<file path="config.mk">
export PLATFORM = sky130hd
export DESIGN_NAME = timed_linear_ramp_top
export DESIGN_NICKNAME = d
export VERILOG_FILES = /design/src/design/tlr_pkg.sv /design/src/design/tlr_muldiv.sv /design/src/design/timed_linear_ramp_top.sv
export SDC_FILE = /design/constraint.sdc
export NUM_CORES = 1
export LEC_CHECK = 0
export BUFFER_PORTS_ARGS = -buffer_cell sky130_fd_sc_hd__buf_4
export CAP_MARGIN = 20
export CORE_MARGIN = 5
export CORE_UTILIZATION = 55
export CTS_CLUSTER_DIAMETER = 150
export DETAILED_ROUTE_END_ITERATION = 10
export PLACE_DENSITY = 0.85
export SYNTH_ARGS = -nofsm -noshare
export SYNTH_HDL_FRONTEND = slang
export SYNTH_SLANG_ARGS = --single-unit
</file>
<file path="constraint.sdc">
create_clock -name aclk -period 24.8 [get_ports aclk]
set_input_delay 4.96 -clock aclk [delete_from_list [all_inputs] [get_ports aclk]]
set_output_delay 4.96 -clock aclk [all_outputs]
set_load 0.1 [all_outputs]
</file>
<file path="src/design/tlr_pkg.sv">
// shared widths and codes for the timed linear ramp
// no dependencies; used by tlr_muldiv, the top level and the checker
package tlr_pkg;

    localparam int POS_W    = 24;
    localparam int TICK_W   = 32;
    localparam int S_DATA_W = 2 * POS_W + 3 * TICK_W;
    localparam int M_DATA_W = POS_W;

    // tdata field offsets on the request side, lowest field first
    localparam int OFS_START  = 0;
    localparam int OFS_TARGET = OFS_START + POS_W;
    localparam int OFS_BEGIN  = OFS_TARGET + POS_W;
    localparam int OFS_DUR    = OFS_BEGIN + TICK_W;
    localparam int OFS_NOW    = OFS_DUR + TICK_W;

    // request kinds carried on s_tuser
    localparam logic MODE_LOAD   = 1'b0;
    localparam logic MODE_SAMPLE = 1'b1;

endpackage

</file>
<file path="src/design/tlr_muldiv.sv">
// digit-serial multiply-divide: quot = floor(mag * mult / divisor), mult < divisor
// consumes one bit of mag per cycle, msb first; depends on tlr_pkg
module tlr_muldiv
    import tlr_pkg::*;
(
    input  logic              aclk,
    input  logic              aresetn,
    input  logic              start,
    input  logic [POS_W-1:0]  mag,
    input  logic [TICK_W-1:0] mult,
    input  logic [TICK_W-1:0] divisor,
    output logic              done,
    output logic [POS_W-1:0]  quot
);

    localparam int CNT_W = $clog2(POS_W + 1);
    localparam int REM_W = TICK_W + 2;

    logic [POS_W-1:0]  mag_sh_reg;
    logic [TICK_W-1:0] mult_reg;
    logic [TICK_W-1:0] div_reg;
    logic [TICK_W-1:0] rem_reg;
    logic [TICK_W-1:0] rem_next;
    logic [POS_W-1:0]  quot_reg;
    logic [POS_W-1:0]  quot_next;
    logic [CNT_W-1:0]  cnt_reg;
    logic              busy_reg;

    logic [REM_W-1:0] rem_sum;
    logic [REM_W-1:0] div_one;
    logic [REM_W-1:0] div_two;
    logic [REM_W-1:0] rem_red;
    logic [1:0]       digit;

    // rem stays below the divisor and mult < divisor, so 2*rem + mult < 3*divisor
    always_comb begin
        rem_sum = {1'b0, rem_reg, 1'b0}
                + {2'b00, (mag_sh_reg[POS_W-1] ? mult_reg : {TICK_W{1'b0}})};
        div_one = {2'b00, div_reg};
        div_two = {1'b0, div_reg, 1'b0};
        if (rem_sum >= div_two) begin
            rem_red = rem_sum - div_two;
            digit   = 2'd2;
        end else if (rem_sum >= div_one) begin
            rem_red = rem_sum - div_one;
            digit   = 2'd1;
        end else begin
            rem_red = rem_sum;
            digit   = 2'd0;
        end
        rem_next  = rem_red[TICK_W-1:0];
        quot_next = {quot_reg[POS_W-2:0], 1'b0} + {{(POS_W-2){1'b0}}, digit};
    end

    assign done = busy_reg && (cnt_reg == CNT_W'(1));
    assign quot = quot_reg;

    always_ff @(posedge aclk) begin
        if (!aresetn) begin
            busy_reg <= 1'b0;
            cnt_reg  <= '0;
        end else if (start) begin
            busy_reg   <= 1'b1;
            cnt_reg    <= CNT_W'(POS_W);
            mag_sh_reg <= mag;
            mult_reg   <= mult;
            div_reg    <= divisor;
            rem_reg    <= '0;
            quot_reg   <= '0;
        end else if (busy_reg) begin
            mag_sh_reg <= {mag_sh_reg[POS_W-2:0], 1'b0};
            rem_reg    <= rem_next;
            quot_reg   <= quot_next;
            cnt_reg    <= cnt_reg - CNT_W'(1);
            if (cnt_reg == CNT_W'(1)) begin
                busy_reg <= 1'b0;
            end
        end
    end

endmodule

</file>
<file path="src/design/timed_linear_ramp_top.sv">
// timed linear ramp generator: move registers, sequencer and result register
// depends on tlr_pkg and tlr_muldiv
//
// Usage: requests enter on the s_ channel. s_tuser selects the kind: a load
// (0) stores start, target, start tick and duration and returns nothing; a
// sample (1) takes current_tick and returns one result on the m_ channel with
// the interpolated position in m_tdata and the moving flag in m_tuser.
// A load is taken while idle and the next request can follow right after.
// A sample with no move active goes straight to the done state, which
// registers its result; one that ends the move because the elapsed time is
// not strictly inside the duration first passes the elapsed and check states;
// an interpolated sample also passes the multiply-divide and sum states, the
// bit-serial unit there handling one of the 24 position bits per cycle.
// A new request is taken in the cycle after the result is registered.
// Reset clears the stored move (position and target zero, no move active)
// and empties the result register. When the receiver stalls, the result
// waits in the output register; loads are still taken, and a following
// sample is computed and then holds until the register frees up.
module timed_linear_ramp_top
    import tlr_pkg::*;
(
    input  logic                aclk,
    input  logic                aresetn,
    input  logic                s_tvalid,
    output logic                s_tready,
    // start_value[23:0], target_value[47:24], start_tick[79:48],
    // duration[111:80], current_tick[143:112]
    input  logic [S_DATA_W-1:0] s_tdata,
    // mode[0]
    input  logic                s_tuser,
    output logic                m_tvalid,
    input  logic                m_tready,
    // position[23:0]
    output logic [M_DATA_W-1:0] m_tdata,
    // moving[0]
    output logic                m_tuser
);

    typedef enum logic [2:0] {
        ST_IDLE,
        ST_ELAP,
        ST_CHECK,
        ST_MULDIV,
        ST_SUM,
        ST_DONE
    } state_t;

    state_t state_reg;

    logic signed [POS_W-1:0] from_reg;
    logic signed [POS_W-1:0] to_reg;
    logic [TICK_W-1:0]       begin_reg;
    logic [TICK_W-1:0]       span_reg;
    logic [TICK_W-1:0]       now_reg;
    logic [TICK_W:0]         elap_reg;
    logic [POS_W:0]          diff_reg;
    logic [POS_W-1:0]        res_pos_reg;
    logic                    res_mov_reg;
    logic [M_DATA_W-1:0]     out_data_reg;
    logic                    out_mov_reg;
    logic                    out_valid_reg;

    logic              accept;
    logic              elap_out;
    logic [POS_W:0]    diff_abs;
    logic [POS_W-1:0]  sum_pos;
    logic              md_start;
    logic              md_done;
    logic [POS_W-1:0]  md_quot;

    assign s_tready = (state_reg == ST_IDLE);
    assign accept   = s_tvalid && s_tready;
    assign m_tvalid = out_valid_reg;
    assign m_tdata  = out_data_reg;
    assign m_tuser  = out_mov_reg;

    // move ends when elapsed <= 0 or elapsed >= duration
    assign elap_out = elap_reg[TICK_W] || (elap_reg[TICK_W-1:0] == '0)
                   || (elap_reg[TICK_W-1:0] >= span_reg);
    assign diff_abs = diff_reg[POS_W] ? (~diff_reg + (POS_W+1)'(1)) : diff_reg;
    assign md_start = (state_reg == ST_CHECK) && !elap_out;
    // quotient is truncated toward zero, so apply the sign of the difference after
    assign sum_pos  = diff_reg[POS_W] ? (from_reg - md_quot) : (from_reg + md_quot);

    tlr_muldiv u_muldiv (
        .aclk    (aclk),
        .aresetn (aresetn),
        .start   (md_start),
        .mag     (diff_abs[POS_W-1:0]),
        .mult    (elap_reg[TICK_W-1:0]),
        .divisor (span_reg),
        .done    (md_done),
        .quot    (md_quot)
    );

    always_ff @(posedge aclk) begin
        if (!aresetn) begin
            state_reg     <= ST_IDLE;
            from_reg      <= '0;
            to_reg        <= '0;
            begin_reg     <= '0;
            span_reg      <= '0;
            out_valid_reg <= 1'b0;
        end else begin
            // the done state refills the register itself
            if (out_valid_reg && m_tready && (state_reg != ST_DONE)) begin
                out_valid_reg <= 1'b0;
            end
            case (state_reg)
                ST_IDLE: begin
                    if (accept) begin
                        if (s_tuser == MODE_LOAD) begin
                            from_reg  <= s_tdata[OFS_START +: POS_W];
                            to_reg    <= s_tdata[OFS_TARGET +: POS_W];
                            begin_reg <= s_tdata[OFS_BEGIN +: TICK_W];
                            span_reg  <= s_tdata[OFS_DUR +: TICK_W];
                        end else begin
                            now_reg <= s_tdata[OFS_NOW +: TICK_W];
                            if (span_reg == '0) begin
                                res_pos_reg <= to_reg;
                                res_mov_reg <= 1'b0;
                                state_reg   <= ST_DONE;
                            end else begin
                                state_reg <= ST_ELAP;
                            end
                        end
                    end
                end
                ST_ELAP: begin
                    elap_reg  <= {1'b0, now_reg} - {1'b0, begin_reg};
                    diff_reg  <= {to_reg[POS_W-1], to_reg} - {from_reg[POS_W-1], from_reg};
                    state_reg <= ST_CHECK;
                end
                ST_CHECK: begin
                    if (elap_out) begin
                        span_reg    <= '0;
                        res_pos_reg <= to_reg;
                        res_mov_reg <= 1'b0;
                        state_reg   <= ST_DONE;
                    end else begin
                        state_reg <= ST_MULDIV;
                    end
                end
                ST_MULDIV: begin
                    if (md_done) begin
                        state_reg <= ST_SUM;
                    end
                end
                ST_SUM: begin
                    res_pos_reg <= sum_pos;
                    res_mov_reg <= 1'b1;
                    state_reg   <= ST_DONE;
                end
                ST_DONE: begin
                    if (!out_valid_reg || m_tready) begin
                        out_data_reg  <= res_pos_reg;
                        out_mov_reg   <= res_mov_reg;
                        out_valid_reg <= 1'b1;
                        state_reg     <= ST_IDLE;
                    end
                end
                default: begin
                    state_reg <= ST_IDLE;
                end
            endcase
        end
    end

endmodule

</file>
* After elaboration in Yosys (flattened, before gate mapping) *
Index checks and enable logic that the tools add are counted.

word-level totals
  register bits after elaboration = 406
  input bits = 149
  output and inout port bits = 27
  word-level logic and storage cells = 117

cells by class
  $add $sub $neg = 10
  order comparisons = 3
  equal/unequal tests = 14
  muxes and demuxes = 40
  bitwise logic cells = 3
  reduce and logical (&&, ||, !) cells = 26

operator list
  cell                     count
  $mux W32                 7
  $mux W24                 9
  $pmux W24 S3             1
  $logic_not A32 Y1        2
  $pmux W32 S2             1
  $sub A32 B32 Y32         2
  $add A33 B32 Y34         1
  $ge A34 B32 Y1           1
  $ge A34 B33 Y1           1
  $sub A32 B32 Y33         1
  $ge A32 B32 Y1           1
  $sub A24 B24 Y25         1
  $add A24 B1 Y24 const B  1
  $add A24 B2 Y24          1
  $add A24 B24 Y24         1
  $not A24 Y24             1
  $sub A24 B24 Y24         1
  $mux W3                  6
  $pmux W3 S6              1
  $reduce_and A4 Y1        3
  $mux W1                  11
  $mux W5                  2
  $ne A2 B2 Y1 const B     4
  $eq A3 B2 Y1 const B     2
  other kinds (19)         34

* Depth between registers and ports, before layout *
Gate-level depths: netlist (run 1).

  depth in word-level cells = 7
  mapped depth = 29

* Hierarchy *
From an unflattened synthesis (run 1), not the netlist that was laid out.

unflattened totals
  cells, all modules = 2635
  area total of the unflattened synthesis = 25747.2 um^2

modules (own cells, without submodules)
  module                 times used  cells an instance  area an instance (um^2)  seq. area each (um^2)
  timed_linear_ramp_top  1           1494               14425.1                  6526.3
  tlr_muldiv             1           1141               11322.1                  4444.3

* Least setup slack after synthesis (run 1) *
No wires, ideal clock.

  path type = input -> register
  from = input aresetn
  to = register diff_reg[0] (enable)
  setup time = 0.619 ns
  arrival time = 11.042 ns
  required time = 24.181 ns
  setup slack = 13.140 ns
  stages = 3
  path buffers = 2
  cells stage by stage = clkbuf_1 clkbuf_1 nor4bb_1

on the way
  longest elaborated chain between the ends = 1

RTL lines
  item                         line                          source
  start, declared              timed_linear_ramp_top.sv:23   input logic aresetn,
  $reduce_and A2 Y1 (no line)  -
  end signal, assigned         timed_linear_ramp_top.sv:131  diff_reg <= {to_reg[POS_W-1], to_reg} - {from_reg[POS_W-1], from_reg};
  end, declared                timed_linear_ramp_top.sv:56   logic [POS_W:0] diff_reg;

No other way between the ends.
A chain may end at the register's enable or synchronous reset.

* Worst setup path in the final report (run 1) *
  from = register u_muldiv.mag_sh_reg[23]
  to = register u_muldiv.rem_reg[3] (data pin)

on the way
  longest elaborated chain between the ends = 6

RTL lines
  item                                                       line                                source
  start, declared                                            tlr_muldiv.sv:19                    logic [POS_W-1:0] mag_sh_reg;
  start signal, assigned                                     tlr_muldiv.sv:65                    mag_sh_reg <= mag;
  start signal, assigned                                     tlr_muldiv.sv:71                    mag_sh_reg <= {mag_sh_reg[POS_W-2:0], 1'b0};
  $mux W32 *                                                 tlr_muldiv.sv:38                    + {2'b00, (mag_sh_reg[POS_W-1] ? mult_reg : {TICK_W{1'b0}})};
  $add A33 B32 Y34 *                                         tlr_muldiv.sv:38
  $sub A32 B32 Y32 / $ge A34 B32 Y1 (equally long branches)  tlr_muldiv.sv:45, tlr_muldiv.sv:44
  $mux W32                                                   tlr_muldiv.sv:44                    end else if (rem_sum >= div_one) begin
  $mux W32 *                                                 tlr_muldiv.sv:41                    if (rem_sum >= div_two) begin
  $mux W32 *                                                 tlr_muldiv.sv:70                    end else if (busy_reg) begin
  end signal, assigned                                       tlr_muldiv.sv:72                    rem_reg <= rem_next;
  end, declared                                              tlr_muldiv.sv:22                    logic [TICK_W-1:0] rem_reg;

Mark *: on every way between the ends. The rest lies on a longest branch, timed or not. The select of a mux whose other input is x is not followed.

==> results of run 1 <==
## cells by family (layout without fill, tap and decap cells)
logic type / after synthesis / after routing / share of synthesized area
other: 0 / 2 / 0
XOR/XNOR: 212 / 212 / 0.0730
buffers and inverters: 278 / 469 / 0.0430
adder cells (fa/ha/maj): 218 / 218 / 0.109
multiplexers: 15 / 15 / 0.00605
AND/OR/NAND/NOR: 810 / 810 / 0.148
AO/OA/AOI/OAI: 739 / 739 / 0.190
flip-flops: 406 / 406 / 0.431
## cell type report
class | count | area, sq um
flip-flops and latches | 406 | 11000
multi-input cells | 1994 | 13400
well taps | 600 | 751
inverters | 193 | 724
fillers | 3566 | 16800
clock buffers | 59 | 1250
clock inverters | 23 | 216
repair buffers | 194 | 1460
diodes | 2 | 5.00
## synth_stat cells (16+ instances only)
cell,count
nand2_1,295
xor2_1,90
nor3_1,40
a21oi_1,204
xnor2_1,122
and3_1,26
dfxtp_1,122
nand3_1,43
o31ai_1,16
edfxtp_1,284
o21a_1,33
nor2b_1,51
and2_1,38
o21ai_0,111
a22oi_1,33
nand4_1,26
a21o_1,76
inv_1,190
o21bai_1,30
clkbuf_1,68
nor4_1,21
a31oi_1,24
ha_1,212
a211oi_1,32
a21boi_0,89
nor2_1,204
nand2b_1,19
## critical path, delay by kind of cell, from the launching register on
kind	cells	cell delay [ns]
AOI/OAI and AO/OA	14	3.61
and+or+nand+nor	3	0.86
DFF	1	0.69
xor gates and xnor gates	1	0.27
adders and majority gates	3	1.02
buffers and inverters	2	0.86
## where the power goes
group          total (mW)  switching (mW)  leakage [nW]  internal [mW]
sequential          0.870          0.0510          3.58          0.819
combinational       0.651           0.392          7.01          0.259
clock               0.670           0.282         0.719          0.388
total                2.19           0.725          11.3           1.47
## layer usage
| layer | part of all wire | wire length, microns | GRT usage | up-vias |
|---|---|---|---|---|
| met3 | 0.078 | 5280 | 0.0468 | 163 |
| met5 | 0 | 0 | 0 | - |
| met4 | 0.030 | 2050 | 0.0761 | 0 |
| li1 | - | - | - | 9924 |
| met2 | 0.46 | 31300 | 0.423 | 805 |
| met1 | 0.43 | 29100 | 0.361 | 9957 |
## through the flow
| stage | utilization | instance area [sq um] | setup WS (ns) |
|---|---|---|---|
| 5_1_grt | 0.632 | 28800 | 16.72 |
| 2_1_floorplan | - | 25400 | 13.14 |
| 4_1_cts | 0.632 | 28800 | 17.34 |
| 3_5_place_dp | 0.600 | 27300 | 17.21 |
| 6_report | 0.632 | 28800 | 17.20 |
| 3_3_place_gp | 0.600 | 27300 | 17.28 |
## worst max path at each step
stage / endpoint / startpoint / slack (ns) / cells past startpoint
6_report: u_muldiv.rem_reg[3]$_SDFFCE_PP0P_ / u_muldiv.mag_sh_reg[23]$_DFFE_PP_ / 17.20 / 23
5_1_grt: u_muldiv.rem_reg[9]$_SDFFCE_PP0P_ / u_muldiv.mag_sh_reg[23]$_DFFE_PP_ / 16.72 / 23
4_1_cts: u_muldiv.rem_reg[9]$_SDFFCE_PP0P_ / u_muldiv.mag_sh_reg[23]$_DFFE_PP_ / 17.34 / 23
3_5_place_dp: u_muldiv.rem_reg[18]$_SDFFCE_PP0P_ / aresetn / 17.21 / 4
3_3_place_gp: u_muldiv.rem_reg[18]$_SDFFCE_PP0P_ / aresetn / 17.28 / 4
2_1_floorplan: diff_reg[0]$_DFFE_PP_ / aresetn / 13.14 / 3
==> results.json, run 1 <==
{
  "grt_start_max_net_pins": 81,
  "total_power_mw": 2.19,
  "die_w_microns": 225,
  "holdBufCountCts": 0,
  "post_drt_wl_per_cell_microns": 19.5,
  "setup_viol": 0,
  "gp_congestion": 0.977,
  "fmax_mhz": 132,
  "ys_async_sr_fraction": 0,
  "layout.cells.non_filler": 3471,
  "crit_fanout": 32,
  "rows": 78,
  "portBuffers": 175,
  "max_stage_delay_ns": 0.77,
  "slowest_stage": "o21a_1",
  "clkTransAtPathRegs_ns": 0.06,
  "synth_ff_type": "edfxtp_1",
  "max_slew_margin": 0.274,
  "synth_area_leaders": "edfxtp_1, ha_1, dfxtp_1, nand2_1, xnor2_1",
  "largest_reg_flops": 33,
  "yosysSeqAreaShare": 0.431,
  "skew_ns": 0.0351,
  "overflow": 0,
  "start_util": 0.558,
  "synth_top_area_cell": "edfxtp_1",
  "cts_tree": "built",
  "fp.dieArea_sq_mm": 0.0507,
  "path_class": "reg2reg",
  "period_needed_ns": 7.60,
  "netlist_area_sq_mm": 0.0254,
  "synth.avg_cell_area_sq_um": 9.50,
  "finalMaxSlewViolations": 0,
  "reg2reg_depth": 23,
  "area_growth_pct": 13.2,
  "first_global_vias": 20282,
  "synthDominantCellAreaShare": 0.335,
  "timing.hold.ws_ns": 0.413,
  "tightest_slew_ns": 1.09,
  "dr.pass1.iters": 6,
  "holdPathStages": 0,
  "grt_first_pass_wirelength_mm": 108,
  "cp-start-kind": "flop",
  "ys_ff_latch": 406,
  "hold_path_end": "m_tdata[22]$_DFFE_PP_",
  "synthesis.nets": 3045,
  "ys.warnings.count": 0,
  "critPathRequiredTime_ns": 25.09,
  "dp_hpwl_mm": 50.5,
  "nets": 3200,
  "antenna_found_initial": 1,
  "layout_common_cells": "nand2_1, edfxtp_1, ha_1, a21oi_1, nor2_1",
  "hold_path_class": "reg2reg",
  "power.density_mw_per_mm2": 76.0,
  "cts_buffers": 44,
  "postCtsResizedCells": 0,
  "arrival_ns": 7.89,
  "hp-start": "res_pos_reg[22]$_DFFE_PP_",
  "drt_wl_total_mm": 67.8,
  "cts_setup_buffers": 0,
  "synth_edf_count": 284,
  "core_sq_mm": 0.0456,
  "p_leak_nw": 11.3,
  "dp_cells": 3387,
  "synthCells": 2678,
  "setup_tns_ns": 0,
  "drt_iter0_drc": 2022,
  "clock_latency_ns": 0.59,
  "reg2reg_slack_ns": 17.20,
  "timing.rr.end": "u_muldiv.rem_reg[3]$_SDFFCE_PP0P_",
  "vias": 20849,
  "drive_gt1_frac": 0.104,
  "ios": 176,
  "clockBufferDepth": 3,
  "antenna_left": 0,
  "r2r-start": "u_muldiv.mag_sh_reg[23]$_DFFE_PP_",
  "status": "finished clean",
  "endpoint_kind": "flop",
  "final_common_cell": "nand2_1",
  "cts_root_buf": "clkbuf_16",
  "rsz0062_at_grt": "false",
  "viasPerCell": 6.01,
  "critical_path.cell_chain": "and2_1 > ha_1 > fa_1 > a211oi_1 > o211ai_1 > nand4_1 > a31oi_1 > a311oi_1 > o21ai_0 > a21o_1 > xor2_1 > ha_1 > a21oi_1 > o21ai_0 > or3_1 > a21oi_2 > o311ai_2 > a41oi_1 > o21a_1 > buf_4 > clkinv_1 > a31oi_1 > a211oi_1",
  "hold_viol": 0,
  "htree_levels": 2,
  "max-cap-violations": 0,
  "grtUsageTotal": 0.261,
  "fin_crit_sh": 0.307,
  "synth_cell_types": 77,
  "drc": 0,
  "die_h_microns": 225,
  "ir_drop_mv": 0.0794,
  "clock-sinks": 406
}
Note: power is estimated with default switching activity, not from simulation.
==> run 2, diff against run 1 <==
--- a/config.mk
+++ b/config.mk
@@ -11,7 +11,7 @@
 export CORE_UTILIZATION = 55
 export CTS_CLUSTER_DIAMETER = 150
 export DETAILED_ROUTE_END_ITERATION = 10
-export PLACE_DENSITY = 0.85
+export PLACE_DENSITY = 0.88
 export SYNTH_ARGS = -nofsm -noshare
 export SYNTH_HDL_FRONTEND = slang
 export SYNTH_SLANG_ARGS = --single-unit
==> constraint.sdc (replaced) <==
create_clock -name aclk -period 6.8 [get_ports aclk]
set_input_delay 1.36 -clock aclk [delete_from_list [all_inputs] [get_ports aclk]]
set_output_delay 1.36 -clock aclk [all_outputs]
set_load 0.1 [all_outputs]
==> run 2 against run 1 <==
Effect of this change:
- via count is 1.2% higher
- global-route usage is 1.1 points higher
- combinational power grew to 3.7 times the previous value
- non-clock buffer count is 8 higher
- critical path type unchanged
==> results.json, run 2 (synthesis gave the netlist of run 1 again) <==
{
  "status": "finished clean",
  "rows": 78,
  "final_util": 0.638,
  "hold_path_class": "reg2reg",
  "drive_gt1_frac": 0.108,
  "viasPerCell": 6.07,
  "pwr-share-clk": 0.322,
  "gp_congestion": 0.976,
  "path_class": "reg2reg",
  "ios": 176,
  "fin_crit_sh": 0.940,
  "cts_root_buf": "clkbuf_16",
  "drt_iter0_drc": 1970,
  "tightest_slew_ns": 0.962,
  "grtUsageTotal": 0.271,
  "endpoint_kind": "flop",
  "largest_reg_flops": 33,
  "die_w_microns": 225,
  "setup_viol": 0,
  "grt_first_pass_wirelength_mm": 111,
  "ir_drop_mv": 0.390,
  "p_int_mw": 5.57,
  "hold_path_end": "m_tdata[21]$_DFFE_PP_",
  "antenna_found_initial": 0,
  "placed_area_sq_mm": 0.0274,
  "arrival_ns": 6.71,
  "finalMaxSlewViolations": 0,
  "first_global_vias": 20536,
  "timing.hold.ws_ns": 0.408,
  "hp-start": "res_pos_reg[21]$_DFFE_PP_",
  "final_common_cell": "nand2_1",
  "p_leak_nw": 11.4,
  "cp-start-kind": "flop",
  "skew_ns": 0.0208,
  "reg2reg_depth": 27,
  "final_cell_area_sq_mm": 0.0291,
  "setup_ws_ns": 0.405,
  "combPwrFrac": 0.293,
  "holdPathStages": 0,
  "fp.dieArea_sq_mm": 0.0507,
  "pre_cts_ws_ns": 0.293,
  "start_util": 0.558,
  "antenna_left": 0,
  "clock-sinks": 406,
  "cts_buffers": 44,
  "clkTransAtPathRegs_ns": 0.06,
  "slowest_stage": "o41ai_1",
  "area_growth_pct": 14.3,
  "portBuffers": 175,
  "core_sq_mm": 0.0456,
  "reg2reg_slack_ns": 0.40,
  "vias": 21109,
  "layout_common_cells": "nand2_1, edfxtp_1, ha_1, a21oi_1, nor2_1",
  "dr.pass1.iters": 6,
  "cts_tree": "built",
  "post_drt_wl_per_cell_microns": 20.4,
  "critPathRequiredTime_ns": 7.11,
  "power_frac_seq": 0.385,
  "max_stage_delay_ns": 0.59,
  "fmax_mhz": 156,
  "grt_start_max_net_pins": 114,
  "nets": 3208,
  "power.density_mw_per_mm2": 283,
  "drc": 0,
  "htree_levels": 2,
  "swShare": 0.324,
  "p_sw_mw": 2.67,
  "die_h_microns": 225,
  "drt_wl_total_mm": 70.9,
  "dp_hpwl_mm": 53.5,
  "r2r-start": "u_muldiv.mag_sh_reg[23]$_DFFE_PP_",
  "clock_latency_ns": 0.59,
  "period_needed_ns": 6.40,
  "hold_viol": 0,
  "crit_fanout": 24,
  "max_slew_margin": 0.353,
  "overflow": 0,
  "clockBufferDepth": 3,
  "max-cap-violations": 0,
  "timing.rr.end": "u_muldiv.quot[23]$_SDFFCE_PP0P_"
}
## run 2: changes by cell type in the layout (fill, tap and decap cells not counted), sizes merged
cell,change
buf,+8
bufinv,+5
clkinv,-3
diode,-1
inv,-2
## run 2: how the worst max path moves through the flow
stage | startpoint | endpoint | slack (ns)
3_3_place_gp | u_muldiv.mag_sh_reg[23]$_DFFE_PP_ | u_muldiv.quot[23]$_SDFFCE_PP0P_ | 0.46
4_1_cts | u_muldiv.mag_sh_reg[23]$_DFFE_PP_ | u_muldiv.quot[23]$_SDFFCE_PP0P_ | 0.28
5_1_grt | u_muldiv.mag_sh_reg[23]$_DFFE_PP_ | u_muldiv.quot[19]$_SDFFCE_PP0P_ | -0.007
2_1_floorplan | aresetn | diff_reg[0]$_DFFE_PP_ | 1.03
3_5_place_dp | u_muldiv.mag_sh_reg[23]$_DFFE_PP_ | u_muldiv.quot[23]$_SDFFCE_PP0P_ | 0.29
6_report | u_muldiv.mag_sh_reg[23]$_DFFE_PP_ | u_muldiv.quot[23]$_SDFFCE_PP0P_ | 0.40
## run 2: timing repair
| item | 4_1_cts | 5_1_grt |
|---|---|---|
| setup endpoints to repair | 0 | 14 |
| setup buffers | 0 | 0 |
| hold buffers | 0 | 0 |
| gates resized for setup | 0 | 7 |
## run 2: per-stage QoR
stage | power [mW] | TNS [ns] | instances
detailed placement | 5.55 | 0 | 3394
floorplan | 4.91 | 0 | 2678
global route | 8.62 | -0.00728 | 3477
finish | 8.24 | 0 | 3478
global placement | 5.45 | 0 | 3394
CTS | 8.20 | 0 | 3476
## run 2: critical path: cells and delay by family, from the launching register on
kind / cells / cell delay (ns)
AND/OR/NAND/NOR: 11 / 1.74
adder cells (fa/ha/maj): 3 / 0.80
XOR/XNOR: 2 / 0.54
AO/OA/AOI/OAI: 8 / 2.10
flip-flops: 1 / 0.48
buffers and inverters: 3 / 0.43
## run 2: layout make-up
type / count / area (sq um)
Fill cell: 3452 / 16500
Multi-Input combinational cell: 1994 / 13500
Sequential cell: 406 / 11000
Timing Repair Buffer: 202 / 1550
Clock buffer: 59 / 1270
Tap cell: 600 / 751
Inverter: 193 / 724
Clock inverter: 23 / 330
Antenna cell: 1 / 2.50
## run 2: power by group through the flow
stage | combinational (mW) | clock, mW | sequential (mW)
after detailed placement | 2.34 | 0 | 3.22
after CTS | 2.37 | 2.67 | 3.17
after global routing | 2.65 | 2.78 | 3.19
final | 2.41 | 2.65 | 3.17
after floorplan | 1.74 | 0 | 3.17
after global placement | 2.24 | 0 | 3.21
## run 2: layer usage
metal,routed length (microns),GRT usage
met2,33600,0.454
met3,5580,0.0417
met5,0,0
met4,1910,0.0783
met1,29800,0.369
==> run 3, diff against run 2 <==
--- a/config.mk
+++ b/config.mk
@@ -11,7 +11,8 @@
 export CORE_UTILIZATION = 55
 export CTS_CLUSTER_DIAMETER = 150
 export DETAILED_ROUTE_END_ITERATION = 10
-export PLACE_DENSITY = 0.88
+export PLACE_DENSITY = 0.87
 export SYNTH_ARGS = -nofsm -noshare
 export SYNTH_HDL_FRONTEND = slang
+export SYNTH_HIERARCHICAL = 1
 export SYNTH_SLANG_ARGS = --single-unit
==> run 3 against run 2 <==
Effect of this change:
- non-clock buffer count increased by 4
- core utilization is 0.74 points lower
- global-route usage shrank 1.0 points
- register-to-register slack got worse by 0.11 ns
- clock skew grew 0.023 ns
- sequential share of layout area fell by 0.28 points
- design area increased by 0.75%
- fmax fell by 1.8%
- synthesized area increased by 1.2%
- clock-buffer cell count shrank 6
- largest cell class unchanged
==> results.json, run 3 <==
{
  "fp.dieArea_sq_mm": 0.0512,
  "hold_viol": 0,
  "period_needed_ns": 6.51,
  "yosysSeqAreaShare": 0.426,
  "synth.avg_cell_area_sq_um": 9.77,
  "cts_setup_buffers": 0,
  "setup_tns_ns": 0,
  "core_sq_mm": 0.0465,
  "overflow": 0,
  "die_w_microns": 226,
  "area_growth_pct": 13.8,
  "skew_ns": 0.0435,
  "portBuffers": 175,
  "fin_crit_sh": 0.957,
  "grt_start_max_net_pins": 95,
  "rsz0062_at_grt": "false",
  "drt_iter0_drc": 2231,
  "final_util": 0.631,
  "synth_most_common_cell": "nand2_1",
  "p_leak_nw": 11.8,
  "start_util": 0.554,
  "layout_common_cells": "nand2_1, edfxtp_1, ha_1, buf_4, inv_1",
  "synth_cell_types": 91,
  "antenna_cells": 0,
  "crit_fanout": 22,
  "slowest_stage": "a311oi_2",
  "cts_tree": "built",
  "ios": 176,
  "drc": 0,
  "synth_ff_type": "edfxtp_1",
  "max_stage_delay_ns": 0.52,
  "largest_reg_flops": 33,
  "ys_async_sr_fraction": 0,
  "fill_cells": 3619,
  "top_layer_used": "met5",
  "ys_ff_latch": 406,
  "drt_wl_total_mm": 69.0,
  "grtUsageTotal": 0.261,
  "status": "finished clean",
  "final_cell_area_sq_mm": 0.0293,
  "netlist_area_sq_mm": 0.0257,
  "placed_area_sq_mm": 0.0278,
  "synth_area_leaders": "edfxtp_1, ha_1, dfxtp_1, xnor2_1, nand2_1",
  "max_slew_margin": 0.348,
  "fmax_mhz": 154,
  "finalMaxSlewViolations": 0,
  "pre_cts_ws_ns": 0.389,
  "max-cap-violations": 0,
  "seqCellArea_sq_mm": 0.0110,
  "synthesis.nets": 3003,
  "ys.warnings.count": 6,
  "hold_path_class": "reg2reg",
  "power.density_mw_per_mm2": 268,
  "clkTransAtPathRegs_ns": 0.06,
  "vias": 21127,
  "path_class": "reg2reg",
  "holdBufCountCts": 0,
  "clockBufferDepth": 3,
  "setup_viol": 0,
  "clock-sinks": 406,
  "synthCells": 2635,
  "cp-startpoint": "u_muldiv/mag_sh_reg[23]$_DFFE_PP_",
  "synth_top_cells_by_count": "nand2_1, edfxtp_1, ha_1, inv_1, nor2_1",
  "dr.pass1.iters": 6,
  "final_common_cell": "nand2_1",
  "cts_buffers": 44,
  "wl_met3_mm": 6.00,
  "rows": 79,
  "gp_congestion": 0.995,
  "clock_latency_ns": 0.59,
  "die_h_microns": 226,
  "synth_edf_count": 284,
  "post_drt_wl_per_cell_microns": 20.0,
  "cp-start-kind": "flop",
  "dp_hpwl_mm": 51.2,
  "viasPerCell": 6.12,
  "r2r-start": "u_muldiv/mag_sh_reg[23]$_DFFE_PP_",
  "wl_met1_mm": 29.3,
  "antenna_left": 0,
  "synthDominantCellAreaShare": 0.331,
  "synth_top_area_cell": "edfxtp_1",
  "endpoint_kind": "flop",
  "setup_ws_ns": 0.291,
  "first_global_vias": 20544,
  "nets": 3175,
  "cts_root_buf": "clkbuf_16",
  "arrival_ns": 6.81,
  "ir_drop_mv": 0.219,
  "antenna_found_initial": 2,
  "worst_path_most_repeated_cell": "ha_1",
  "drive_gt1_frac": 0.123,
  "total_power_mw": 7.86,
  "multiInputGateArea_sq_mm": 0.0138,
  "hp-start": "res_pos_reg[5]$_DFFE_PP_",
  "grt_first_pass_wirelength_mm": 108,
  "tightest_slew_ns": 0.968,
  "wl_met2_mm": 32.1,
  "critPathRequiredTime_ns": 7.10,
  "htree_levels": 2
}
## run 3: worst paths after layout
kind / end / slack, ns / depth (start not counted)
max: u_muldiv/quot[11]$_SDFFCE_PP0P_ / 0.29 / 25
min: m_tdata[5]$_DFFE_PP_ / 0.42 / 0
max reg2reg: u_muldiv/quot[11]$_SDFFCE_PP0P_ / 0.29 / 25
min reg2reg: m_tdata[5]$_DFFE_PP_ / 0.42 / 0
## run 3: metal layers
layer,global-route usage,vias to the layer above
met2,0.430,947
met4,0.0576,4
met5,0,-
met1,0.364,10102
met3,0.0478,127
li1,-,9947
## run 3: timing repair
action,4_1_cts,5_1_grt
endpoints found under the setup margin,0,39
hold endpoints to repair,0,0
resized for setup,0,3
## run 3: metrics by stage
| step | cells | hold slack [ns] |
|---|---|---|
| after floorplan | 2635 | 0.400 |
| after global placement | 3368 | 0.404 |
| after detailed placement | 3368 | 0.405 |
| after CTS | 3450 | 0.421 |
| after global routing | 3450 | 0.429 |
| final | 3450 | 0.416 |
## run 3: worst max-delay path: cells and delay by family (launching register included)
kind,cells,cell delay (ns)
xor+xnor,1,0.23
flops,1,0.49
buf+inv,3,0.48
compound gates,10,2.67
simple gates,7,1.33
fa+ha+maj,4,1.01
## run 3: kinds of logic (layout without fill, tap and decap cells)
kind of cell             after synthesis  count (layout)  share of synthesized area
buffers and inverters                262             470                     0.0391
flip-flops                           406             406                      0.426
multiplexers                          60              60                     0.0246
adder cells (fa/ha/maj)              219             219                      0.108
AND/OR/NAND/NOR                      764             764                      0.142
AO/OA/AOI/OAI                        719             719                      0.190
XOR/XNOR                             205             205                     0.0700
## run 3: power breakdown
part,internal [mW],switching [mW],total [mW]
Combinational,0.885,1.31,2.19
Sequential,2.95,0.184,3.14
Clock,1.48,1.05,2.53
## run 3: final cells by class
type                       count  share of cell area
multi-input combinational   1967               0.472
sequential                   406               0.374
timing repair buffer         206              0.0528
clock buffer                  53              0.0387
tap                          607              0.0259
inverter                     182              0.0233
clock inverter                29              0.0130
